[config.mk]
export PLATFORM = sky130hd
export DESIGN_NAME = sparse_challenge_sampler_unit
export DESIGN_NICKNAME = d
export VERILOG_FILES = /design/src/rtl/core/scs_pkg.sv /design/src/rtl/core/sparse_challenge_sampler_unit.sv /design/src/rtl/core/scs_ram.sv
export SDC_FILE = /design/constraint.sdc
export NUM_CORES = 2
export LEC_CHECK = 0
export BUFFER_PORTS_ARGS = -buffer_cell sky130_fd_sc_hd__clkbuf_2
export CORE_MARGIN = 1.5
export CORE_UTILIZATION = 55
export CTS_CLUSTER_DIAMETER = 60
export DETAILED_ROUTE_END_ITERATION = 6
export HOLD_SLACK_MARGIN = 0.08
export PLACE_DENSITY = 0.71
export SLEW_MARGIN = 40
export SYNTH_ARGS = -nofsm -noshare
export SYNTH_HDL_FRONTEND = slang
export SYNTH_SLANG_ARGS = --single-unit
[constraint.sdc]
create_clock -name clk -period 12.3 [get_ports clk]
set_input_delay 1.23 -clock clk [delete_from_list [all_inputs] [get_ports clk]]
set_output_delay 1.23 -clock clk [all_outputs]
set_load 0.03 [all_outputs]
[src/rtl/core/scs_pkg.sv]
// ----------------------------------------------------------------------------
// scs_pkg
// Shared constants and codes for the sparse challenge sampler.
// ----------------------------------------------------------------------------
`default_nettype none

package scs_pkg;

  localparam int COEFF_COUNT = 256;
  localparam int COEFF_AW    = 8;
  localparam int COEFF_W     = 2;
  localparam int FILL_W      = 9;
  localparam int HDR_W       = 4;
  localparam int TAU_W       = 7;
  localparam int SIGN_W      = 64;

  localparam logic [HDR_W-1:0]   SIGN_BYTES = 4'd8;
  localparam logic [TAU_W-1:0]   TAU_MIN    = 7'd1;
  localparam logic [TAU_W-1:0]   TAU_MAX    = 7'd64;
  localparam logic [TAU_W-1:0]   TAU_RESET  = 7'd39;
  localparam logic [FILL_W-1:0]  FILL_IDLE  = 9'd256;
  localparam logic [COEFF_AW:0]  FILL_MIN   = 9'd192;

  localparam logic [COEFF_W-1:0] COEF_ZERO  = 2'b00;
  localparam logic [COEFF_W-1:0] COEF_POS   = 2'b01;
  localparam logic [COEFF_W-1:0] COEF_NEG   = 2'b11;

  localparam logic CMD_FEED = 1'b0;
  localparam logic CMD_READ = 1'b1;

endpackage

`default_nettype wire

[src/rtl/core/sparse_challenge_sampler_unit.sv]
// ----------------------------------------------------------------------------
// sparse_challenge_sampler_unit
// Builds a sparse challenge polynomial with tau entries of plus or minus one
// from an expanded byte stream, and answers reads of stored coefficients.
// ----------------------------------------------------------------------------
// Path: a sign byte, rejected or ignored byte passes S_RESP alone on its way
// to the result, a coefficient read S_RDATA then S_RESP, and a placed byte
// S_MOVE, S_SIGN and S_RESP, set by the read, move and sign write through the single coefficient RAM port pair.
// Throughput: one item at a time; the input is ready again once its result
// is loaded into the output register, which holds it until transfer.
// Reset: synchronous, active low; clears control, valid bits and tau to 39.
`default_nettype none

module sparse_challenge_sampler_unit
  import scs_pkg::*;
(
  input  wire logic        clk,
  input  wire logic        rst_n,
  input  wire logic        in_tvalid,
  output logic             in_tready,
  // data_byte[7:0], start_new[8], read_index[16:9], zero pad
  input  wire logic [23:0] in_tdata,
  // command[0]
  input  wire logic        in_tuser,
  output logic             out_tvalid,
  input  wire logic        out_tready,
  // coefficient[1:0], accepted[2], done_res[3], zero pad
  output logic [7:0]       out_tdata,
  input  wire logic        cfg_valid,
  output logic             cfg_ready,
  input  wire logic [TAU_W-1:0] cfg_data
);

  typedef enum logic [2:0] {
    S_IDLE,
    S_MOVE,
    S_SIGN,
    S_RDATA,
    S_RESP
  } state_t;

  state_t               state_r;
  logic [TAU_W-1:0]     tau_r;
  logic [FILL_W-1:0]    fill_r;
  logic [HDR_W-1:0]     hdr_r;
  logic [SIGN_W-1:0]    sign_r;
  logic [COEFF_COUNT-1:0] valid_r;
  logic                 out_valid_r;
  logic [7:0]           out_data_r;
  logic [COEFF_AW-1:0]  byte_r;
  logic [COEFF_AW-1:0]  idx_r;
  logic [COEFF_W-1:0]   res_coef_r;
  logic                 res_acc_r;

  logic                 in_xfer;
  logic                 cmd_in;
  logic [COEFF_AW-1:0]  byte_in;
  logic                 start_in;
  logic [COEFF_AW-1:0]  idx_in;
  logic [TAU_W-1:0]     tau_sat;
  logic [FILL_W-1:0]    fill_eff;
  logic [HDR_W-1:0]     hdr_eff;
  logic                 ram_we;
  logic [COEFF_AW-1:0]  ram_waddr;
  logic [COEFF_W-1:0]   ram_wdata;
  logic [COEFF_AW-1:0]  ram_raddr;
  logic [COEFF_W-1:0]   ram_rdata;
  logic [COEFF_W-1:0]   moved_coef;
  logic [COEFF_W-1:0]   read_coef;
  logic [COEFF_W-1:0]   sign_coef;
  logic                 out_free;

  assign cmd_in   = in_tuser;
  assign byte_in  = in_tdata[7:0];
  assign start_in = in_tdata[8];
  assign idx_in   = in_tdata[16:9];

  assign in_tready  = (state_r == S_IDLE);
  assign in_xfer    = in_tvalid && in_tready;
  assign cfg_ready  = 1'b1;
  assign out_tvalid = out_valid_r;
  assign out_tdata  = out_data_r;
  assign out_free   = !out_valid_r || out_tready;

  always_comb begin
    priority if (tau_r < TAU_MIN) begin
      tau_sat = TAU_MIN;
    end else if (tau_r > TAU_MAX) begin
      tau_sat = TAU_MAX;
    end else begin
      tau_sat = tau_r;
    end
  end

  always_comb begin
    if (cmd_in == CMD_FEED && start_in) begin
      fill_eff = FILL_IDLE - {2'b00, tau_sat};
      hdr_eff  = '0;
    end else begin
      fill_eff = fill_r;
      hdr_eff  = hdr_r;
    end
  end

  assign ram_raddr  = (cmd_in == CMD_READ) ? idx_in : byte_in;
  assign moved_coef = valid_r[byte_r] ? ram_rdata : COEF_ZERO;
  assign read_coef  = valid_r[idx_r] ? ram_rdata : COEF_ZERO;
  assign sign_coef  = sign_r[0] ? COEF_NEG : COEF_POS;

  always_comb begin
    ram_we    = 1'b0;
    ram_waddr = byte_r;
    ram_wdata = sign_coef;
    unique case (state_r)
      S_MOVE: begin
        ram_we    = 1'b1;
        ram_waddr = fill_r[COEFF_AW-1:0];
        ram_wdata = moved_coef;
      end
      S_SIGN: begin
        ram_we = 1'b1;
      end
      default: begin
        ram_we = 1'b0;
      end
    endcase
  end

  scs_ram #(
    .WIDTH(COEFF_W),
    .DEPTH(COEFF_COUNT)
  ) u_coeff_ram (
    .clk  (clk),
    .we   (ram_we),
    .waddr(ram_waddr),
    .wdata(ram_wdata),
    .raddr(ram_raddr),
    .rdata(ram_rdata)
  );

  always_ff @(posedge clk) begin
    if (!rst_n) begin
      state_r     <= S_IDLE;
      tau_r       <= TAU_RESET;
      fill_r      <= FILL_IDLE;
      hdr_r       <= '0;
      sign_r      <= '0;
      valid_r     <= '0;
      out_valid_r <= 1'b0;
    end else begin
      if (cfg_valid && cfg_ready) begin
        tau_r <= cfg_data;
      end
      if (state_r == S_RESP && out_free) begin
        out_valid_r <= 1'b1;
        out_data_r  <= {4'b0000, (hdr_r == SIGN_BYTES) && fill_r[COEFF_AW], res_acc_r,
                        res_coef_r};
      end else if (out_valid_r && out_tready) begin
        out_valid_r <= 1'b0;
      end
      if (in_xfer) begin
        byte_r     <= byte_in;
        idx_r      <= idx_in;
        res_coef_r <= COEF_ZERO;
        res_acc_r  <= 1'b0;
      end
      if (state_r == S_RDATA) begin
        res_coef_r <= read_coef;
      end
      if (state_r == S_SIGN) begin
        res_acc_r <= 1'b1;
      end
      unique case (state_r)
        S_IDLE: begin
          if (in_xfer) begin
            if (cmd_in == CMD_READ) begin
              state_r <= S_RDATA;
            end else begin
              fill_r <= fill_eff;
              if (start_in) begin
                valid_r <= '0;
              end
              priority if (fill_eff[COEFF_AW]) begin
                state_r <= S_RESP;
              end else if (hdr_eff < SIGN_BYTES) begin
                if (start_in) begin
                  sign_r <= {{(SIGN_W-8){1'b0}}, byte_in};
                end else begin
                  sign_r[{hdr_eff[2:0], 3'b000} +: 8] <= byte_in;
                end
                hdr_r   <= hdr_eff + 4'd1;
                state_r <= S_RESP;
              end else if ({1'b0, byte_in} > fill_eff) begin
                state_r <= S_RESP;
              end else begin
                state_r <= S_MOVE;
              end
            end
          end
        end
        S_MOVE: begin
          valid_r[fill_r[COEFF_AW-1:0]] <= 1'b1;
          state_r <= S_SIGN;
        end
        S_SIGN: begin
          valid_r[byte_r] <= 1'b1;
          sign_r  <= sign_r >> 1;
          fill_r  <= fill_r + 9'd1;
          state_r <= S_RESP;
        end
        S_RDATA: begin
          state_r <= S_RESP;
        end
        S_RESP: begin
          if (out_free) begin
            state_r <= S_IDLE;
          end
        end
        default: begin
          state_r <= S_IDLE;
        end
      endcase
    end
  end

  a_hdr_bound: assert property (@(posedge clk) disable iff (!rst_n)
    hdr_r <= SIGN_BYTES)
    else $error("header count beyond the sign word");

  a_fill_bound: assert property (@(posedge clk) disable iff (!rst_n)
    fill_r >= FILL_MIN && fill_r <= FILL_IDLE)
    else $error("fill position out of range");

  a_sign_after_move: assert property (@(posedge clk) disable iff (!rst_n)
    state_r == S_MOVE |=> state_r == S_SIGN)
    else $error("sign write did not follow the move");

  a_place_after_header: assert property (@(posedge clk) disable iff (!rst_n)
    state_r == S_SIGN |-> hdr_r == SIGN_BYTES && !fill_r[COEFF_AW])
    else $error("coefficient placed outside an active stream");

endmodule

`default_nettype wire

[src/rtl/core/scs_ram.sv]
// ----------------------------------------------------------------------------
// scs_ram
// Generic single-write, single-read RAM with a registered read port.
// ----------------------------------------------------------------------------
`default_nettype none

module scs_ram #(
  parameter int WIDTH = 2,
  parameter int DEPTH = 256
) (
  input  wire logic                     clk,
  input  wire logic                     we,
  input  wire logic [$clog2(DEPTH)-1:0] waddr,
  input  wire logic [WIDTH-1:0]         wdata,
  input  wire logic [$clog2(DEPTH)-1:0] raddr,
  output logic      [WIDTH-1:0]         rdata
);

  logic [WIDTH-1:0] mem [DEPTH];

  always_ff @(posedge clk) begin
    if (we) begin
      mem[waddr] <= wdata;
    end
    rdata <= mem[raddr];
  end

endmodule

`default_nettype wire
==> results.json <==
{
  "synthTopCellsByArea": "edfxtp_1 39%, dfxtp_1 17%, mux2i_1 7.1%",
  "drc": 1,
  "critPathArrivalTime_ps": 5380,
  "synth_top_cells_by_count": "559 x nor2_1, 535 x edfxtp_1, 346 x dfxtp_1",
  "first_global_vias": 29800,
  "ys_seq_elements": 881,
  "syn_to_final_growth_pct": 9.12,
  "synth_edf_count": 535,
  "fill_cells": 5965,
  "core.rowCount": 100,
  "synth_cell_type_count": 73,
  "routedWlPerCell_um": 26.3,
  "grt_max_degree": 141,
  "gr-total-overflow": 0,
  "setup_viol": 0,
  "syn_avg_cell_area_um2": 11.1,
  "maxSlewHeadroom_pct": 29.9,
  "start_kind": "register",
  "root_buffer": "clkbuf_16",
  "p_per_area_nw_per_um2": 145,
  "critPathKind": "reg -> reg",
  "avgViaCountPerCell": 6.87,
  "routed_wl_mm": 122,
  "worst-path-max-fanout": 68,
  "clock_path_buffers": 3,
  "synth_ff_type": "edfxtp_1",
  "vias": 31800,
  "io_pins": 48,
  "synth_most_common_cell": "nor2_1",
  "maxSlewViolCount": 0,
  "max_cap_viol_count": 0,
  "critPathCaptureType": "register",
  "core_area_um2": 74600,
  "antenna_found_initial": 7,
  "min_period_ps": 5060,
  "yosys.area.top_type": "edfxtp_1",
  "synthCells": 3736,
  "dpl.hpwl_mm": 70.1,
  "worstMarginPinSlew_ps": 1050,
  "numCtsBuffers": 89,
  "finClkSkew_ps": 42.5,
  "regArea_um2": 23000,
  "cts.sinks": 881,
  "ys_seq_area_share_pct": 55.3,
  "cts.htree.levels": 3,
  "synth_area_um2": 41500,
  "drt-initial-drc-count": 4581,
  "first_pass_iters": 7,
  "dieArea_um2": 77200,
  "cp.required_ps": 12620,
  "multiInputGateArea_um2": 17300,
  "total_power_mw": 6.56,
  "irDropWorstVdd_v": 0.000133,
  "hold_buffers": 0,
  "gp_congestion": 0.926,
  "cts_tree": "yes",
  "hold_violations": 0,
  "io_buffers": 35,
  "status": "complete, but fails checks",
  "clk_pin_slew_ps": 70,
  "violations": "DRC",
  "cts_resized": 0,
  "placedCellCount": 4464,
  "ant_nets": 0,
  "ys_async_sr_fraction_pct": 0,
  "wl_met3_mm": 16.5,
  "die_y_um": 278,
  "stdcell_count": 4632,
  "wl_met2_mm": 53.2,
  "clkLatencyLatePin_ps": 650,
  "nets": 3641,
  "fmax_mhz": 197,
  "wl_met1_mm": 46.1,
  "hold_class": "reg -> reg",
  "highest_layer": "met5",
  "finish.utilization_pct": 60.8,
  "postCtsSetupRepairBufs": 0,
  "synth_top_area_share_pct": 38.7,
  "grt_pass1_wl_mm": 181,
  "yosysWarningCount": 0,
  "power.leakage_nw": 15.8,
  "grt_usage_pct": 30.8,
  "rsz0062_at_grt": "false",
  "dieWidth_um": 278,
  "period_share_pct": 41.2,
  "holdWs_ps": 489,
  "timing.setup.tns_ps": 0,
  "final_layout_size_suffix_gt1_share_pct": 11.8,
  "start_util_pct": 55.7
}
==> sequential cells by signal (all words and copies together), names as in the netlist <==
signal,count
u_coeff_ram.mem,512
valid_r,256
sign_r,64
fill_r,9
byte_r,8
idx_r,8
tau_r,7
hdr_r,4
out_tdata,4
state_r,3
res_coef_r,2
u_coeff_ram.rdata,2
out_tvalid,1
res_acc_r,1
==> per-layer routing <==
metal,up-vias,global-route usage [%]
met4,12,14.2
met2,2114,45.9
met1,15400,41.3
li1,13800,-
met5,-,0
met3,431,9.51
==> path summary, 6_finish.rpt <==
kind | start | to | slack, ps | cells after the start
worst min-delay path | valid_r[189]$_SDFFE_PN0P_ | valid_r[189]$_SDFFE_PN0P_ | 490 | 2
worst max register to register | byte_r[3]$_DFFE_PP_ | u_coeff_ram.mem[172][1]$_DFFE_PP_ | 7240 | 10
worst max-delay path | byte_r[3]$_DFFE_PP_ | u_coeff_ram.mem[172][1]$_DFFE_PP_ | 7240 | 10
worst min register to register | valid_r[189]$_SDFFE_PN0P_ | valid_r[189]$_SDFFE_PN0P_ | 490 | 2
==> cells in the final DEF (no fill, tap or decap), types with 11 or more instances in the layout <==
cell type,instances
a21oi_1,324
a22oi_1,57
a31oi_1,54
a32oi_1,40
buf_4,45
clkbuf_1,21
clkbuf_16,91
clkbuf_2,34
clkinv_1,17
clkinv_2,14
dfxtp_1,346
edfxtp_1,535
ha_1,16
inv_1,14
mux2i_1,292
mux4_2,115
nand2_1,310
nand2_2,14
nand2b_1,14
nand3_1,40
nand3_2,25
nand4_1,11
nor2_1,558
nor2b_1,26
nor3_1,38
nor4_1,16
o211a_1,66
o21ai_0,13
o221ai_1,67
o22ai_1,250
==> stage by stage <==
stage | setup WS, ps | cell area (µm²)
floorplan | 1960 | 41600
global placement | 6390 | 42000
detailed placement | 6730 | 42300
CTS | 7240 | 45300
global route | 7120 | 45300
finish | 7240 | 45300
==> cells by family after synthesis <==
kind of cell | share of synthesized area (%)
simple gates | 11.3
compound gates | 15.0
flops | 55.3
mux | 13.9
buf+inv | 3.87
fa+ha+maj | 0.482
other cells | 0.0181
xor+xnor | 0.0422
==> area by class of cell <==
type	count	share of cell area, %
Inverter	16	0.138
Clock buffer	117	5.35
Clock inverter	47	1.16
Sequential cell	881	50.7
Multi-Input combinational cell	2502	38.2
Timing Repair Buffer	98	1.80
Tap cell	969	2.67
Antenna cell	2	0.0110
==> where the power goes <==
part	leakage [nW]	internal [mW]	switching, mW
registers	7.82	3.19	0.0272
clock network	1.44	1.60	1.14
logic	6.52	0.166	0.439
total	15.8	4.95	1.61
==> worst max-delay path, cell delays in order (launching register included) <==
cell	delay (ps)
edfxtp_1	620
buf_4	340
nor2b_1	740
a22o_1	270
a221oi_1	70
o22ai_1	190
a31oi_1	70
o2111a_1	430
a21oi_4	690
buf_4	590
buf_4	630
No activity file was read; power rests on OpenSTA's default activity.
